File: src/tam_pkg.sv
`timescale 1ns / 1ps
`default_nettype none
package tam_pkg;

	localparam int CH_W          = 16;
	localparam int MAX_TILE      = 64;
	localparam int MAX_HEIGHT    = 4096;
	localparam int DEF_MAX_WIDTH = 1024;
	localparam int CNT_W         = 13;
	localparam int SUM_W         = CH_W + 12;
	localparam int TS_W          = 7;
	localparam int OFF_W         = 6;
	localparam int ROW_W         = 12;
	localparam int HGT_W         = 13;
	localparam int CFG_W         = 13;
	localparam int CFG_IDX_W     = 2;
	localparam int TC_OUT_W      = 10;
	localparam int FIFO_DEPTH    = 4;
	localparam int NUM_CH        = 4;
	localparam int IN_W          = 64;
	localparam int OUT_W         = 104;
	localparam int RST_TILE      = 8;
	localparam int RST_WIDTH     = 640;
	localparam int RST_HEIGHT    = 480;

	typedef enum logic [CFG_IDX_W-1:0] {
		REG_TILE_SIZE    = 2'd0,
		REG_IMAGE_WIDTH  = 2'd1,
		REG_IMAGE_HEIGHT = 2'd2
	} reg_idx_t;

	typedef enum logic {
		B_IDLE,
		B_UPDATE
	} back_state_t;

	typedef struct packed {
		logic [NUM_CH-1:0][CH_W-1:0] smp;
		logic [ROW_W-1:0]            tile_row;
		logic                        first;
		logic                        emit;
		logic                        done;
	} item_t;

	typedef struct packed {
		logic [NUM_CH-1:0][SUM_W-1:0] sum;
		logic [CNT_W-1:0]             cnt;
	} acc_t;

	typedef struct packed {
		acc_t                acc;
		logic [TC_OUT_W-1:0] tile_col;
		logic [ROW_W-1:0]    tile_row;
		logic                done;
	} div_req_t;

endpackage
`default_nettype wire

File: src/tam_div.sv
`timescale 1ns / 1ps
`default_nettype none
module tam_div (
	input  wire logic                      clk,
	input  wire logic                      arst_n,
	input  wire logic                      start,
	input  wire tam_pkg::div_req_t         req,
	output logic                           ready,
	output logic                           m_tvalid,
	input  wire logic                      m_tready,
	output logic [tam_pkg::OUT_W-1:0]      m_tdata,
	output logic                           m_tlast
);

	localparam int STEP_W = $clog2(tam_pkg::CH_W);
	localparam int HI_W   = tam_pkg::SUM_W - tam_pkg::CH_W;

	logic                        running_q;
	logic                        out_valid_q;
	logic [STEP_W-1:0]           step_q;
	logic [tam_pkg::CNT_W-1:0]   rem_q [tam_pkg::NUM_CH];
	logic [tam_pkg::CH_W-1:0]    quo_q [tam_pkg::NUM_CH];
	logic [tam_pkg::CNT_W-1:0]   rem_nxt [tam_pkg::NUM_CH];
	logic [tam_pkg::CH_W-1:0]    quo_nxt [tam_pkg::NUM_CH];
	logic [tam_pkg::CNT_W-1:0]   dvs_q;
	logic [tam_pkg::CNT_W-1:0]   cnt_q;
	logic [tam_pkg::TC_OUT_W-1:0] col_q;
	logic [tam_pkg::ROW_W-1:0]   row_q;
	logic                        done_q;
	logic                        last_step;

	always_comb begin
		logic [tam_pkg::CNT_W:0] trial;
		logic                    ge;
		for (int c = 0; c < tam_pkg::NUM_CH; c++) begin
			trial      = {rem_q[c], quo_q[c][tam_pkg::CH_W-1]};
			ge         = trial >= {1'b0, dvs_q};
			rem_nxt[c] = ge ? tam_pkg::CNT_W'(trial - {1'b0, dvs_q}) :
				trial[tam_pkg::CNT_W-1:0];
			quo_nxt[c] = {quo_q[c][tam_pkg::CH_W-2:0], ge};
		end
	end

	assign last_step = (step_q == STEP_W'(tam_pkg::CH_W - 1));
	assign ready     = !running_q && !out_valid_q;

	always_ff @(posedge clk or negedge arst_n) begin
		if (!arst_n) begin
			running_q   <= 1'b0;
			out_valid_q <= 1'b0;
			step_q      <= '0;
		end else begin
			if (start) begin
				running_q <= 1'b1;
				step_q    <= '0;
			end else if (running_q) begin
				step_q <= step_q + 1'b1;
				if (last_step) begin
					running_q   <= 1'b0;
					out_valid_q <= 1'b1;
				end
			end
			if (out_valid_q && m_tready) begin
				out_valid_q <= 1'b0;
			end
		end
	end

	always_ff @(posedge clk) begin
		if (start) begin
			for (int c = 0; c < tam_pkg::NUM_CH; c++) begin
				rem_q[c] <= tam_pkg::CNT_W'(req.acc.sum[c][tam_pkg::SUM_W-1 -: HI_W]);
				quo_q[c] <= req.acc.sum[c][tam_pkg::CH_W-1:0];
			end
			dvs_q  <= (req.acc.cnt == '0) ? tam_pkg::CNT_W'(1) : req.acc.cnt;
			cnt_q  <= (req.acc.cnt == '0) ? tam_pkg::CNT_W'(1) : req.acc.cnt;
			col_q  <= req.tile_col;
			row_q  <= req.tile_row;
			done_q <= req.done;
		end else if (running_q) begin
			for (int c = 0; c < tam_pkg::NUM_CH; c++) begin
				rem_q[c] <= rem_nxt[c];
				quo_q[c] <= quo_nxt[c];
			end
		end
	end

	assign m_tvalid = out_valid_q;
	assign m_tlast  = done_q;
	assign m_tdata  = {5'b0, cnt_q, quo_q[3], quo_q[2], quo_q[1], quo_q[0], row_q, col_q};

	a_run_excl: assert property (@(posedge clk) disable iff (!arst_n)
		running_q |-> !out_valid_q)
		else $error("result shown while dividing");

	a_finish: assert property (@(posedge clk) disable iff (!arst_n)
		(running_q && last_step && !start) |=> (out_valid_q && !running_q))
		else $error("division did not finish");

endmodule
`default_nettype wire

File: config.mk
export PLATFORM = sky130hd
export DESIGN_NAME = tam_div
export DESIGN_NICKNAME = d
export VERILOG_FILES = /design/src/tam_pkg.sv /design/src/tam_div.sv
export SDC_FILE = /design/constraint.sdc
export NUM_CORES = 1
export LEC_CHECK = 0
export BUFFER_PORTS_ARGS = -buffer_cell sky130_fd_sc_hd__buf_2
export CAP_MARGIN = 10
export CORE_AREA = 4 4 138 140
export CTS_CLUSTER_DIAMETER = 40
export DETAILED_ROUTE_END_ITERATION = 10
export DIE_AREA = 0 0 142 144
export MAX_ROUTING_LAYER = met4
export PLACE_DENSITY_LB_ADDON = 0.15
export SETUP_SLACK_MARGIN = 0.4
export SLEW_MARGIN = 20
export SYNTH_ARGS = -nofsm -noshare
export SYNTH_HDL_FRONTEND = slang
export SYNTH_SLANG_ARGS = --single-unit
File: constraint.sdc
create_clock -name clk -period 3.08 [get_ports clk]
set_clock_uncertainty 0.15 [all_clocks]
set_input_delay 0.77 -clock clk [delete_from_list [all_inputs] [get_ports clk]]
set_output_delay 0.77 -clock clk [all_outputs]
set_load 0.005 [all_outputs]
# --- Yosys cells after proc, flatten, opt, wreduce, memory -nomap -nowiden ---
# Memory sizes are Yosys's and may differ from the RTL's.
# Cells that the tools add are included.
word_totals:
  mem_bits_rw: 116
  input_bits: 152
  mem_count: 2
  wordCells: 63
  ff_bits: 42
  out_inout_bits: 107
mem_list:
  columns: ["name", "depth", "word_bits", "rd", "rd_clocked_by_memory_dff", "write_ports", "line", "rtl"]
  rows:
  - ["quo_q", 4, 16, 4, 0, 4, "tam_div.sv:22", "logic [tam_pkg::CH_W-1:0] quo_q [tam_pkg::NUM_CH];"]
  - ["rem_q", 4, 13, 4, 0, 4, "tam_div.sv:21", "logic [tam_pkg::CNT_W-1:0] rem_q [tam_pkg::NUM_CH];"]
op_classes:
  n_lt_le_gt_ge: 4
  n_addsub: 5
  n_mux: 26
  n_bitwise: 8
  n_reduce_logical: 9
  n_eq_ne: 2
op_table:
  columns: ["operator", "count"]
  rows:
  - ["$mux 13", 8]
  - ["$mux 16", 4]
  - ["$ge 14x13->1", 4]
  - ["$sub 13x13->13", 4]
  - ["$logic_not 13->1", 1]
  - ["$mux 1", 12]
  - ["$mux 4", 2]
  - ["$or 1x1->1", 8]
  - ["$reduce_bool 2->1", 3]
  - ["$add 4x1->4 const B", 1]
  - ["$eq 4x4->1 const B", 1]
  - ["$reduce_and 3->1", 1]
  - ["$logic_and 1x1->1", 2]
  - ["$logic_not 1->1", 2]
  - ["$ne 2x1->1 const B", 1]

# --- Longest topological paths before layout ---
logic_depth:
  word_depth: 5
  depth_mapped: 11

# --- Worst setup path after synthesis ---
# Ideal clock, no wire load.
synth_timing:
  path_kind: "input-to-reg"
  startpoint: "input start"
  endpoint: "memory quo_q[0][0] (netlist name), enable pin"
  path_slack_ps: 297
  cell_stages: 1
  path_buffers: 0
  arrival_ps: 2207
  setup_ps: 426
  cell_sequence: "or2_2"
synth_lines:
  columns: ["element", "line", "rtl"]
  rows:
  - ["start: declaration", "tam_div.sv:6", "input wire logic start,"]
  - ["end: declaration", "tam_div.sv:22", null]

==> results.toml <==
[setup_path]
arrival_ns = 2.75
worst_path_max_delay_cell = "edfxtp_1"
endpoint = "rem_q[1][0]"
worstPathMaxFanout = 4
cp.required_ns = 3.11
critPathMaxStageDelay_ns = 0.40
cp-startpoint = "cnt_q[9]"
crit_chain = "clkinvlp_4 > buf_4 > ha_4 > nand2_1 > nor4_2 > a2111oi_1 > buf_4 > o21ai_4 > buf_4 > buf_6 > o21ai_2 > o21ai_1"
cp_num_buf_inv = 5
r2r-start = "cnt_q[9]"
path_depth = 12
rr_worst_depth = 12
crit_type = "register to register"
worstReg2RegEnd = "rem_q[1][0]"
reg2reg_slack_ns = 0.36
cp_top_family = "buffers and inverters"
crit_top_cell = "buf_4"
worstSetupEndpointType = "register"
start_kind = "register"

[synth]
synth_seq_cells = 158
yosysWarnings = 0
synth_area_sq_mm = 0.00927
synth.distinct_cells = 69
synthCells = 928
netlist.area_leader.share_pct = 49.2
ys_seq_area_share_pct = 50.8
synth-async-reset-ratio_pct = 3.80
synth.largest_area_cell = "edfxtp_1"
synth_area_per_cell_sq_um = 9.99
yosys-top-cells-area = "edfxtp_1, nand2_1, ha_1"
synth_edf_count = 152
synth_ff_type = "edfxtp_1"

[clock_tree]
clock_latency_ns = 0.43
cts_tree = "yes"
cts_buffers = 17
root_buffer = "clkbuf_16"
cts_sinks = 158
h-tree-depth = 4
clockBufferDepth = 2
clk_pin_slew_ns = 0.08

[timing]
finalSetupViolations = 0
hold_ws_ns = 0.356
maxSlewViolCount = 0
final.min_clock_period_ns = 2.72
rsz0062_at_grt = "true"
worst_pin_slew_ns = 0.510
max_freq_ghz = 0.368
hold_viol = 0
fin_crit_sh_pct = 88.2
slew_headroom_pct = 66.0
tns_ns = 0

[cells_and_area]
final_area_sq_mm = 0.0122
final_common_cell = "nand2_1"
drive_gt1_share_pct = 35.2
utilization_pct = 68.2
fin_nets = 1419
layout_common_cells = "nand2_1, buf_2, edfxtp_1"
syn2layout_area_growth_pct = 31.2

[power_and_ir_drop]
pwr_density_cell_mw_per_mm2 = 873
power_frac_comb_pct = 48.1
clkPwrFrac_pct = 21.1
p_seq_share_pct = 30.8
p_sw_uw = 4030
p_int_uw = 6590
switching_share_pct = 38.0
leakage_uw = 0.00559
vdd_drop_max_v = 0.000565

[global_route]
grt_pass1_vias = 7647
grt.total_usage_pct = 25.0
grt_pass1_wl_mm = 38.8
grt_max_degree = 61
grt_antenna_before_repair = 1
grt.overflow.total = 0

[status]
status = "complete, no violations"

[die]
rows = 49
die-width_microns = 142
initial_core_util_pct = 52.0
core_sq_mm = 0.0178
die_area_sq_mm = 0.0204
io_pins = 259
die_h_microns = 144

[detailed_routing]
drtPass1Iterations = 6
vias = 7886
drc = 0
viasPerCell = 5.43
drtIter0Drc = 606
routedWlPerCell_microns = 17.7
routed_wl_mm = 25.8
postRouteAntennaNets = 0

[flow_run]
drv_cap = 0

[worst_hold_path]
hold_path_class = "input port to register"

[placement]
hpwl_mm = 18.1
place_congestion = 0.924
portBuffers = 253
place_area_sq_mm = 0.0108
-- repair_timing --
action	CTS	global route
gates cloned	2	0
endpoints found under the hold margin	6	0
setup buffers	16	15
pin swaps	10	23
hold buffers	1	0
gates resized for setup	40	96
setup endpoints to repair	51	56
-- registers in the layout, indices dropped and copies added, names as in the netlist --
register and flops:
step_q 4, cnt_q 13, quo_q 64, running_q 1
m_tlast 1, row_q 12, col_q 10, rem_q 52
m_tvalid 1
-- layout make-up --
class	count	area [sq um]
Multi-Input combinational cell	694	4590
Timing Repair Buffer	310	1810
Sequential cell	158	4710
Clock buffer	17	425
Clock inverter	15	213
Tap cell	229	287
Fill cell	1358	5680
Antenna cell	1	2.50
Inverter	29	129
-- worst reg2reg max path: stages (launching register included) --
cell and delay (ns):
edfxtp_1 0.40, clkinvlp_4 0.20, buf_4 0.20, ha_4 0.25, nand2_1 0.10, nor4_2 0.06, a2111oi_1 0.40, buf_4 0.19
o21ai_4 0.06, buf_4 0.15, buf_6 0.12, o21ai_2 0.12, o21ai_1 0.07
-- cells by family after synthesis --
group | count (synthesis) | share of synthesized area (%)
buf+inv | 80 | 3.87
simple gates | 371 | 16.5
mux | 32 | 3.48
other cells | 1 | 0.0404
xor+xnor | 36 | 3.40
flops | 158 | 50.8
compound gates | 193 | 13.8
fa+ha+maj | 57 | 8.01
-- cell usage after synthesis (all sizes together), types with 4 or more instances --
| library cell | instances |
|---|---|
| a211oi | 6 |
| a21o | 11 |
| a21oi | 45 |
| buf | 17 |
| clkbuf | 34 |
| dfrtp | 6 |
| edfxtp | 152 |
| fa | 4 |
| ha | 53 |
| inv | 29 |
| mux2i | 30 |
| nand2 | 271 |
| nand2b | 4 |
| nand3 | 12 |
| nand4 | 10 |
| nor2 | 44 |
| nor2b | 6 |
| nor3 | 7 |
| o21a | 10 |
| o21ai | 77 |
| o21bai | 8 |
| o31a | 4 |
| o31ai | 8 |
| xnor2 | 20 |
| xor2 | 16 |
-- through the flow --
step | setup WS (ns) | cells | power, uW
after floorplan | 0.355 | 932 | 6490
after global placement | 0.289 | 1386 | 7490
after detailed placement | 0.265 | 1386 | 7550
after CTS | 0.337 | 1437 | 10100
after global routing | 0.259 | 1453 | 11300
final | 0.364 | 1453 | 10600
-- worst min path at each step --
| stage | start | end | slack [ns] | cells after the start |
|---|---|---|---|---|
| 2_1_floorplan | arst_n | m_tvalid | 0.32 | 0 |
| 3_3_place_gp | m_tvalid | m_tvalid | 0.35 | 1 |
| 3_5_place_dp | m_tvalid | m_tvalid | 0.35 | 1 |
| 4_1_cts | req[14] | col_q[1] | 0.34 | 1 |
| 5_1_grt | req[14] | col_q[1] | 0.33 | 1 |
| 6_report | req[22] | col_q[9] | 0.36 | 1 |
-- power groups by stage --
| stage | sequential (uW) | combinational, uW | clock (uW) |
|---|---|---|---|
| 3_5_place_dp | 3260 | 4290 | 0 |
| 4_1_cts | 3240 | 4600 | 2270 |
| 5_1_grt | 3330 | 5640 | 2370 |
| 3_3_place_gp | 3280 | 4220 | 0 |
| 2_1_floorplan | 3200 | 3290 | 0 |
| 6_report | 3270 | 5110 | 2240 |
-- routing by layer --
layer	vias up	part of all wire, %	global-route usage [%]
met2	313	48	39.4
met1	3680	41	32.2
met5	-	0	-
li1	3849	-	-
met4	0	3.1	8.23
met3	44	7.5	5.99
No activity file was read; power rests on OpenSTA's default activity.
