==> src/tam_pkg.sv <==
`timescale 1ns / 1ps
`default_nettype none
package tam_pkg;

	localparam int CH_W          = 16;
	localparam int MAX_TILE      = 64;
	localparam int MAX_HEIGHT    = 4096;
	localparam int DEF_MAX_WIDTH = 1024;
	localparam int CNT_W         = 13;
	localparam int SUM_W         = CH_W + 12;
	localparam int TS_W          = 7;
	localparam int OFF_W         = 6;
	localparam int ROW_W         = 12;
	localparam int HGT_W         = 13;
	localparam int CFG_W         = 13;
	localparam int CFG_IDX_W     = 2;
	localparam int TC_OUT_W      = 10;
	localparam int FIFO_DEPTH    = 4;
	localparam int NUM_CH        = 4;
	localparam int IN_W          = 64;
	localparam int OUT_W         = 104;
	localparam int RST_TILE      = 8;
	localparam int RST_WIDTH     = 640;
	localparam int RST_HEIGHT    = 480;

	typedef enum logic [CFG_IDX_W-1:0] {
		REG_TILE_SIZE    = 2'd0,
		REG_IMAGE_WIDTH  = 2'd1,
		REG_IMAGE_HEIGHT = 2'd2
	} reg_idx_t;

	typedef enum logic {
		B_IDLE,
		B_UPDATE
	} back_state_t;

	typedef struct packed {
		logic [NUM_CH-1:0][CH_W-1:0] smp;
		logic [ROW_W-1:0]            tile_row;
		logic                        first;
		logic                        emit;
		logic                        done;
	} item_t;

	typedef struct packed {
		logic [NUM_CH-1:0][SUM_W-1:0] sum;
		logic [CNT_W-1:0]             cnt;
	} acc_t;

	typedef struct packed {
		acc_t                acc;
		logic [TC_OUT_W-1:0] tile_col;
		logic [ROW_W-1:0]    tile_row;
		logic                done;
	} div_req_t;

endpackage
`default_nettype wire

==> src/tam_front.sv <==
`timescale 1ns / 1ps
`default_nettype none
module tam_front #(
	parameter int MAX_WIDTH = tam_pkg::DEF_MAX_WIDTH
) (
	input  wire logic                             clk,
	input  wire logic                             arst_n,
	input  wire logic                             cfg_we,
	input  wire logic [tam_pkg::CFG_IDX_W-1:0]    cfg_index,
	input  wire logic [tam_pkg::CFG_W-1:0]        cfg_data,
	input  wire logic                             s_tvalid,
	output logic                                  s_tready,
	input  wire logic [tam_pkg::IN_W-1:0]         s_tdata,
	input  wire logic                             pop,
	output logic                                  head_valid,
	output tam_pkg::item_t                        head_item,
	output logic      [$clog2(MAX_WIDTH)-1:0]     head_tc
);

	localparam int AW      = $clog2(MAX_WIDTH);
	localparam int WID_W   = $clog2(MAX_WIDTH + 1);
	localparam int PTR_W   = $clog2(tam_pkg::FIFO_DEPTH);
	localparam int FCNT_W  = $clog2(tam_pkg::FIFO_DEPTH + 1);
	localparam int RST_WID = (tam_pkg::RST_WIDTH > MAX_WIDTH) ? MAX_WIDTH : tam_pkg::RST_WIDTH;

	logic [tam_pkg::TS_W-1:0]  ts_q;
	logic [WID_W-1:0]          width_q;
	logic [tam_pkg::HGT_W-1:0] height_q;
	logic [AW-1:0]             col_q;
	logic [tam_pkg::ROW_W-1:0] row_q;
	logic [tam_pkg::OFF_W-1:0] ox_q;
	logic [tam_pkg::OFF_W-1:0] oy_q;
	logic [AW-1:0]             tc_q;
	logic [tam_pkg::ROW_W-1:0] tr_q;

	logic                      cfg_hit;
	logic [tam_pkg::TS_W-1:0]  ts_new;
	logic [WID_W-1:0]          width_new;
	logic [tam_pkg::HGT_W-1:0] height_new;
	logic                      accept;
	logic                      last_col;
	logic                      last_row;
	logic                      wrap_x;
	logic                      wrap_y;
	tam_pkg::item_t            item;

	tam_pkg::item_t            item_mem [tam_pkg::FIFO_DEPTH];
	logic [AW-1:0]             tc_mem   [tam_pkg::FIFO_DEPTH];
	logic [PTR_W-1:0]          wr_ptr_q;
	logic [PTR_W-1:0]          rd_ptr_q;
	logic [FCNT_W-1:0]         fill_q;

	always_comb begin
		cfg_hit = 1'b0;
		unique case (tam_pkg::reg_idx_t'(cfg_index))
			tam_pkg::REG_TILE_SIZE, tam_pkg::REG_IMAGE_WIDTH,
			tam_pkg::REG_IMAGE_HEIGHT: cfg_hit = cfg_we;
			default: cfg_hit = 1'b0;
		endcase
	end

	always_comb begin
		if (cfg_data == '0) begin
			ts_new     = tam_pkg::TS_W'(1);
			width_new  = WID_W'(1);
			height_new = tam_pkg::HGT_W'(1);
		end else begin
			ts_new = (32'(cfg_data) > tam_pkg::MAX_TILE) ?
				tam_pkg::TS_W'(tam_pkg::MAX_TILE) : tam_pkg::TS_W'(cfg_data);
			width_new = (32'(cfg_data) > MAX_WIDTH) ?
				WID_W'(MAX_WIDTH) : WID_W'(cfg_data);
			height_new = (32'(cfg_data) > tam_pkg::MAX_HEIGHT) ?
				tam_pkg::HGT_W'(tam_pkg::MAX_HEIGHT) : tam_pkg::HGT_W'(cfg_data);
		end
	end

	always_ff @(posedge clk or negedge arst_n) begin
		if (!arst_n) begin
			ts_q     <= tam_pkg::TS_W'(tam_pkg::RST_TILE);
			width_q  <= WID_W'(RST_WID);
			height_q <= tam_pkg::HGT_W'(tam_pkg::RST_HEIGHT);
		end else if (cfg_we) begin
			unique case (tam_pkg::reg_idx_t'(cfg_index))
				tam_pkg::REG_TILE_SIZE:    ts_q     <= ts_new;
				tam_pkg::REG_IMAGE_WIDTH:  width_q  <= width_new;
				tam_pkg::REG_IMAGE_HEIGHT: height_q <= height_new;
				default: ;
			endcase
		end
	end

	assign s_tready = (fill_q != FCNT_W'(tam_pkg::FIFO_DEPTH));
	assign accept   = s_tvalid && s_tready;

	assign last_col = (32'(col_q) + 1) >= 32'(width_q);
	assign last_row = (32'(row_q) + 1) >= 32'(height_q);
	assign wrap_x   = (32'(ox_q) + 1) >= 32'(ts_q);
	assign wrap_y   = (32'(oy_q) + 1) >= 32'(ts_q);

	always_comb begin
		item.smp      = s_tdata;
		item.tile_row = tr_q;
		item.first    = (ox_q == '0) && (oy_q == '0);
		item.emit     = (last_col || wrap_x) && (last_row || wrap_y);
		item.done     = last_col && last_row;
	end

	always_ff @(posedge clk or negedge arst_n) begin
		if (!arst_n) begin
			col_q <= '0;
			row_q <= '0;
			ox_q  <= '0;
			oy_q  <= '0;
			tc_q  <= '0;
			tr_q  <= '0;
		end else if (cfg_hit) begin
			col_q <= '0;
			row_q <= '0;
			ox_q  <= '0;
			oy_q  <= '0;
			tc_q  <= '0;
			tr_q  <= '0;
		end else if (accept) begin
			if (last_col) begin
				col_q <= '0;
				ox_q  <= '0;
				tc_q  <= '0;
				if (last_row) begin
					row_q <= '0;
					oy_q  <= '0;
					tr_q  <= '0;
				end else begin
					row_q <= row_q + 1'b1;
					if (wrap_y) begin
						oy_q <= '0;
						tr_q <= tr_q + 1'b1;
					end else begin
						oy_q <= oy_q + 1'b1;
					end
				end
			end else begin
				col_q <= col_q + 1'b1;
				if (wrap_x) begin
					ox_q <= '0;
					tc_q <= tc_q + 1'b1;
				end else begin
					ox_q <= ox_q + 1'b1;
				end
			end
		end
	end

	always_ff @(posedge clk) begin
		if (accept) begin
			item_mem[wr_ptr_q] <= item;
			tc_mem[wr_ptr_q]   <= tc_q;
		end
	end

	always_ff @(posedge clk or negedge arst_n) begin
		if (!arst_n) begin
			wr_ptr_q <= '0;
			rd_ptr_q <= '0;
			fill_q   <= '0;
		end else begin
			if (accept) begin
				wr_ptr_q <= wr_ptr_q + 1'b1;
			end
			if (pop) begin
				rd_ptr_q <= rd_ptr_q + 1'b1;
			end
			fill_q <= fill_q + FCNT_W'(accept) - FCNT_W'(pop);
		end
	end

	assign head_valid = (fill_q != '0);
	assign head_item  = item_mem[rd_ptr_q];
	assign head_tc    = tc_mem[rd_ptr_q];

endmodule
`default_nettype wire

==> config.mk <==
export PLATFORM = sky130hd
export DESIGN_NAME = tam_front
export DESIGN_NICKNAME = d
export VERILOG_FILES = /design/src/tam_pkg.sv /design/src/tam_front.sv
export SDC_FILE = /design/constraint.sdc
export NUM_CORES = 1
export LEC_CHECK = 0
export ABC_AREA = 1
export BUFFER_PORTS_ARGS = -buffer_cell sky130_fd_sc_hd__buf_2
export CAP_MARGIN = 20
export CORE_ASPECT_RATIO = 1.25
export CORE_MARGIN = 2
export CORE_UTILIZATION = 64
export CTS_BUF_LIST = sky130_fd_sc_hd__clkbuf_16
export CTS_CLUSTER_SIZE = 40
export DETAILED_ROUTE_END_ITERATION = 10
export GPL_TIMING_DRIVEN = 0
export PLACE_DENSITY = 0.9
export SKIP_CTS_REPAIR_TIMING = 1
export SLEW_MARGIN = 10
export SYNTH_ARGS = -nofsm -noshare
export SYNTH_HDL_FRONTEND = slang
export SYNTH_SLANG_ARGS = --single-unit
==> constraint.sdc <==
create_clock -name clk -period 14 [get_ports clk]
set_clock_uncertainty 0.2 [all_clocks]
set_input_delay 2.1 -clock clk [delete_from_list [all_inputs] [get_ports clk]]
set_output_delay 2.1 -clock clk [all_outputs]
set_load 0.005 [all_outputs]
* After elaboration in Yosys (flattened, before gate mapping)
Memory sizes are Yosys's and may differ from the RTL's. Cells that the tools add are included.
Word-level totals: flip-flop bits (word level) 94, latch bits 0, RAM bits 356, memory bits (read-only) 0, input port bits 84, output and inout bits 91, logic and storage cells 94, memories 2
Memories:
- item_mem | depth 4, width 79, read ports 1, clocked after Yosys merged registers in 0, write ports 1, line tam_front.sv:47 | tam_pkg::item_t item_mem [tam_pkg::FIFO_DEPTH];
- tc_mem | depth 4, width 10, read ports 1, clocked after Yosys merged registers in 0, write ports 1, line tam_front.sv:48 | logic [AW-1:0] tc_mem [tam_pkg::FIFO_DEPTH];
Operators by class: add/subtract/negate cells 14, $mul 0, div/mod/pow operators 0, order comparisons 7, eq/ne operators 3, shift-type cells 0, multiplexer cells 34, bitwise gates (word level) 0, reductions and logical operators 22
Operators with widths (number):
- $mux 12 | 9
- $mux 10 | 7
- $mux 6 | 9
- $mux 13 | 2
- $add 12x1->12 const B | 2
- $mux 11 | 2
- $add 10x1->10 const B | 2
- $add 6x1->7 const B | 2
- $ge 7x7->1 | 2
- $mux 7 | 2
- $add 12x1->13 const B | 1
- $ge 13x13->1 | 1
- $gt 13x11->1 const B | 1
- $gt 13x13->1 const B | 1
- $gt 13x7->1 const B | 1
- $logic_not 13->1 | 1
- $add 6x1->6 const B | 2
- $logic_not 6->1 | 2
- $add 10x1->11 const B | 1
- $ge 11x11->1 | 1
- $reduce_and 2->1 | 5
- $reduce_bool 3->1 | 3
- $add 2x1->2 const B | 2
- $logic_and 1x1->1 | 4
- 11 further kinds | 15

* Depth between registers and ports, before layout
word-level depth 7, depth in mapped cells 22, mapped depth without buffers 21

* Worst setup path after synthesis
No wires, ideal clock.
path type input to register, start input s_tvalid, end memory item_mem[0][0] (netlist bit), enable pin, setup time 537 ps, data arrival time 5929 ps, required time 13263 ps, slack 7333 ps, cell stages on the path 2, buffers on the path 0, cell sequence nand2_2 > nor2_1
On the way: longest elaborated chain between the ends 3
RTL lines:
- start: declaration | line tam_front.sv:11 | input wire logic s_tvalid,
- $logic_and 1x1->1 | line tam_front.sv:93 | assign accept = s_tvalid && s_tready;
- $mux 1 | line tam_front.sv:154 | if (accept) begin
- $mux 1 (not written as such) | line tam_front.sv:155 | item_mem[wr_ptr_q] <= item;
- end: declaration | line tam_front.sv:47
Every way passes these cells.

* Final worst setup path
start register rd_ptr_q[0], end output head_tc[6]
On the way: longest elaborated chain between the ends 1
RTL lines:
- start: declaration | line tam_front.sv:50 | logic [PTR_W-1:0] rd_ptr_q;
- start signal: assignment | line tam_front.sv:170 | rd_ptr_q <= rd_ptr_q + 1'b1;
- $mem_v2 4x10
- end: declaration | line tam_front.sv:17 | output logic [$clog2(MAX_WIDTH)-1:0] head_tc
Every way passes these cells.

==> impl_metrics.csv <==
group,metric,value,unit
run_status,run_status,"finished clean",
critical_path,worstPathCellList,"buf_2, clkbuf_1, clkbuf_1, nor2_1, o22ai_1, buf_2",
layout,fin_cells,2354,
global_routing,grt_antenna_before_repair,4,
layout,synthToLayoutAreaGrowth,16.4,%
synth,yosys-top-cells-area,"sky130_fd_sc_hd__edfxtp_1 (56%), sky130_fd_sc_hd__dfrtp_1 (11%), sky130_fd_sc_hd__o21ai_0 (5.5%)",
timing,finalCriticalPeriod,5.20,ns
synth,synth_edf_count,356,
critical_path,reg2reg_slack,10.52,ns
hold_path,tightest_hold_check_type,"reg -> reg",
synth,synth.ff_latch_count,450,
pwr,power.switching,1.70,mW
clock_tree,max_h_tree_level,2,
clock_tree,cts.path.max_buffers,3,
die,core-area,29400,um^2
pwr,static-leakage-power,9.01,nW
critical_path,slowest_delay,0.59,ns
global_routing,grtUsageTotal,31.7,%
clock_tree,clock_tree.root_cell,"sky130_fd_sc_hd__clkbuf_16",
critical_path,critPathKind,"reg -> out",
hold_path,number_of_instances_on_the_worst_hold_path,2,
layout,final_nets,2060,
detailed_routing,drc,0,
pwr,powerDensity,206,nW/um^2
clock_tree,cts_sinks,450,
detailed_routing,drt_pass1_iterations,6,
detailed_routing,route.antenna.remaining_nets,0,
pwr,worst_vdd_ir,0.131,mV
pwr,p_clk_share,25.2,%
global_routing,grt_pass1_wl,78000,um
pwr,power_switching_share,36.8,%
synth,synth_area_leader_cell,"sky130_fd_sc_hd__edfxtp_1",
critical_path,r2r_end,"tr_q[3]",
critical_path,crit_path_max_fanout,10,
synth,yosys.cell_count.top_type,"sky130_fd_sc_hd__edfxtp_1",
layout,post_route_cells_drive_above_1_share,15.3,%
die,die_area,31400,um^2
synth,synth_common_cells,"sky130_fd_sc_hd__edfxtp_1 (356), sky130_fd_sc_hd__nor2_1 (251), sky130_fd_sc_hd__nand2_1 (235)",
die,io_pins,175,
clock_tree,clkLatencyLatePin,0.56,ns
detailed_routing,drt_first_iter_violations,2139,
die,effective_utilization_at_floorplan,65.2,%
synth,synth_net_count,1827,
timing,setup_violations,0,
synth,netlist.area_leader.share,55.7,%
critical_path,worstRegToRegCells,20,
place,placement.io_buffers,174,
synth,synth_area_per_cell,11.4,um^2
global_routing,grt-ovfl-total,0,
layout,multiInputGateArea,5340,um^2
detailed_routing,routed_via_density,6.24,
die,floorplan.die.height,198,um
synth,synth-seq-area-share,68.0,%
flow_run,drv_cap,0,
timing,final_min_period_over_clock_period,37.1,%
place,dp.final_hpwl,30300,um
layout,layout.area.seq,13100,um^2
timing,final_critical_path_setup_slack,8.80,ns
pwr,share_comb_of_total_power,34.8,%
clock_tree,clk_transition_reported_paths,0.06,ns
timing,fmaxAchievable,0.192,GHz
clock_tree,tritoncts.num_buffers,42,
global_routing,first_global_vias,14500,
critical_path,crit_path_start_kind,"register",
timing,slew_limit_headroom,46.5,%
timing,grt_setup_unrepaired,"no",
hold_path,min-delay-start,"ts_q[1]",
timing,timing_worst_slew_pin_value,0.801,ns
critical_path,reg2reg_from,"row_q[0]",
synth,warnings_synthesis,0,
detailed_routing,dr_total_vias,14700,
critical_path,critical_path.endpoint_type,"primary output",
place,gp_congestion,0.894,
timing,maxSlewViolCount,0,
pwr,seqPwrFrac,40.0,%
global_routing,grt_start_max_net_pins,52,
synth,netlist-cell-type-count,38,
critical_path,slowest_stage,"sky130_fd_sc_hd__clkbuf_1",
timing,sum_neg_setup_slack,0,ns
pwr,cell_internal_pwr,2.91,mW
layout,post-route-util,75.9,%
critical_path,worst-endpoint-required,11.70,ns
hold_path,min_to,"ts_q[1]",
layout,final.fill_count,1548,
place,dpl_worst_slack,9.53,ns
detailed_routing,wirelength,50000,um
die,row_count,70,
timing,finalHoldViolations,0,
synth,synth_cells,1689,
critical_path,crit_arrival,2.90,ns
synth,netlist_area,19200,um^2
detailed_routing,routed_wire_length_per_instance,21.2,um
place,place_inst,2274,
die,die_w,159,um
synth,most_common_flop_cell_mapped_by_yosys,"sky130_fd_sc_hd__edfxtp_1",
synth,synth-async-reset-ratio,20.9,%
clock_tree,tritoncts,"done",
==> cell usage in the layout, fill, tap and decap left out, types with 28 or more instances in the layout <==
master,instances
sky130_fd_sc_hd__ha_1,53
sky130_fd_sc_hd__clkbuf_1,52
sky130_fd_sc_hd__inv_1,148
sky130_fd_sc_hd__nand3_1,67
sky130_fd_sc_hd__nand2_1,235
sky130_fd_sc_hd__nor2_1,247
sky130_fd_sc_hd__xor2_1,28
sky130_fd_sc_hd__buf_2,187
sky130_fd_sc_hd__o21ai_0,212
sky130_fd_sc_hd__edfxtp_1,356
sky130_fd_sc_hd__o22ai_1,98
sky130_fd_sc_hd__dfrtp_1,87
sky130_fd_sc_hd__clkbuf_16,43
==> worst max-delay path by stage <==
| stage | to | slack, ns | start |
|---|---|---|---|
| floorplan | item_mem[0][0] | 7.33 | s_tvalid |
| global placement | item_mem[0][11] | 4.63 | s_tvalid |
| detailed placement | head_item[3] | 9.53 | rd_ptr_q[0] |
| CTS | head_item[74] | 8.86 | rd_ptr_q[0] |
| global route | head_item[74] | 8.71 | rd_ptr_q[0] |
| finish | head_tc[6] | 8.80 | rd_ptr_q[0] |
==> layer usage <==
layer | GRT usage [%] | vias to the layer above | wire length, um
met5 | 0 | - | 31
met1 | 37.9 | 7002 | 17100
li1 | - | 6367 | -
met4 | 13.8 | 4 | 2260
met2 | 56.4 | 1090 | 25500
met3 | 6.09 | 215 | 5170
==> flip-flops by register name (all words and copies together) (netlist names) <==
register / cells
width_q: 11
fill_q: 3
tr_q: 12
oy_q: 6
row_q: 12
ts_q: 7
tc_q: 10
wr_ptr_q: 2
tc_mem: 40
ox_q: 6
rd_ptr_q: 2
height_q: 13
item_mem: 316
col_q: 10
==> critical path: cells and delay by family (launching register included) <==
kind / cells / cell delay (ns)
buffers and inverters: 4 / 1.61
DFF: 1 / 0.32
AOI/OAI and AO/OA: 1 / 0.25
and+or+nand+nor: 1 / 0.16
==> final cells by class <==
type / count / area share [%]
sequential: 450 / 58.4
multi-input combinational: 1025 / 23.9
timing repair buffer: 189 / 5.45
clock buffer: 43 / 4.82
inverter: 141 / 2.37
tap: 396 / 2.22
clock inverter: 35 / 1.43
buffer: 73 / 1.37
antenna: 2 / 0.0224
==> power groups by stage <==
stage,Combinational (mW),Clock (mW),Sequential [mW]
final,1.60,1.16,1.84
after global routing,1.72,1.21,1.86
after CTS,1.56,1.16,1.84
after detailed placement,1.50,0,1.85
after global placement,1.36,0,1.89
after floorplan,0.841,0,1.85
==> stage by stage <==
stage                     hold slack, ns  area [um^2]  total power, mW
after global placement             0.264        20600             3.25
after global routing               0.308        22300             4.78
after detailed placement           0.277        20900             3.35
after CTS                          0.291        22300             4.56
final                              0.287        22300             4.60
after floorplan                    0.252        19200             2.69
==> logic make-up (layout without fill, tap and decap cells) <==
kind of cell / after synthesis / after routing / synth area share, %
flip-flops: 450 / 450 / 68.0
AND/OR/NAND/NOR: 592 / 592 / 12.6
AO/OA/AOI/OAI: 341 / 341 / 9.73
other: 0 / 2 / 0
adder cells (fa/ha/maj): 54 / 54 / 3.56
buffers and inverters: 214 / 481 / 4.35
XOR/XNOR: 38 / 38 / 1.73
Note: power is estimated with default switching activity, not from simulation.
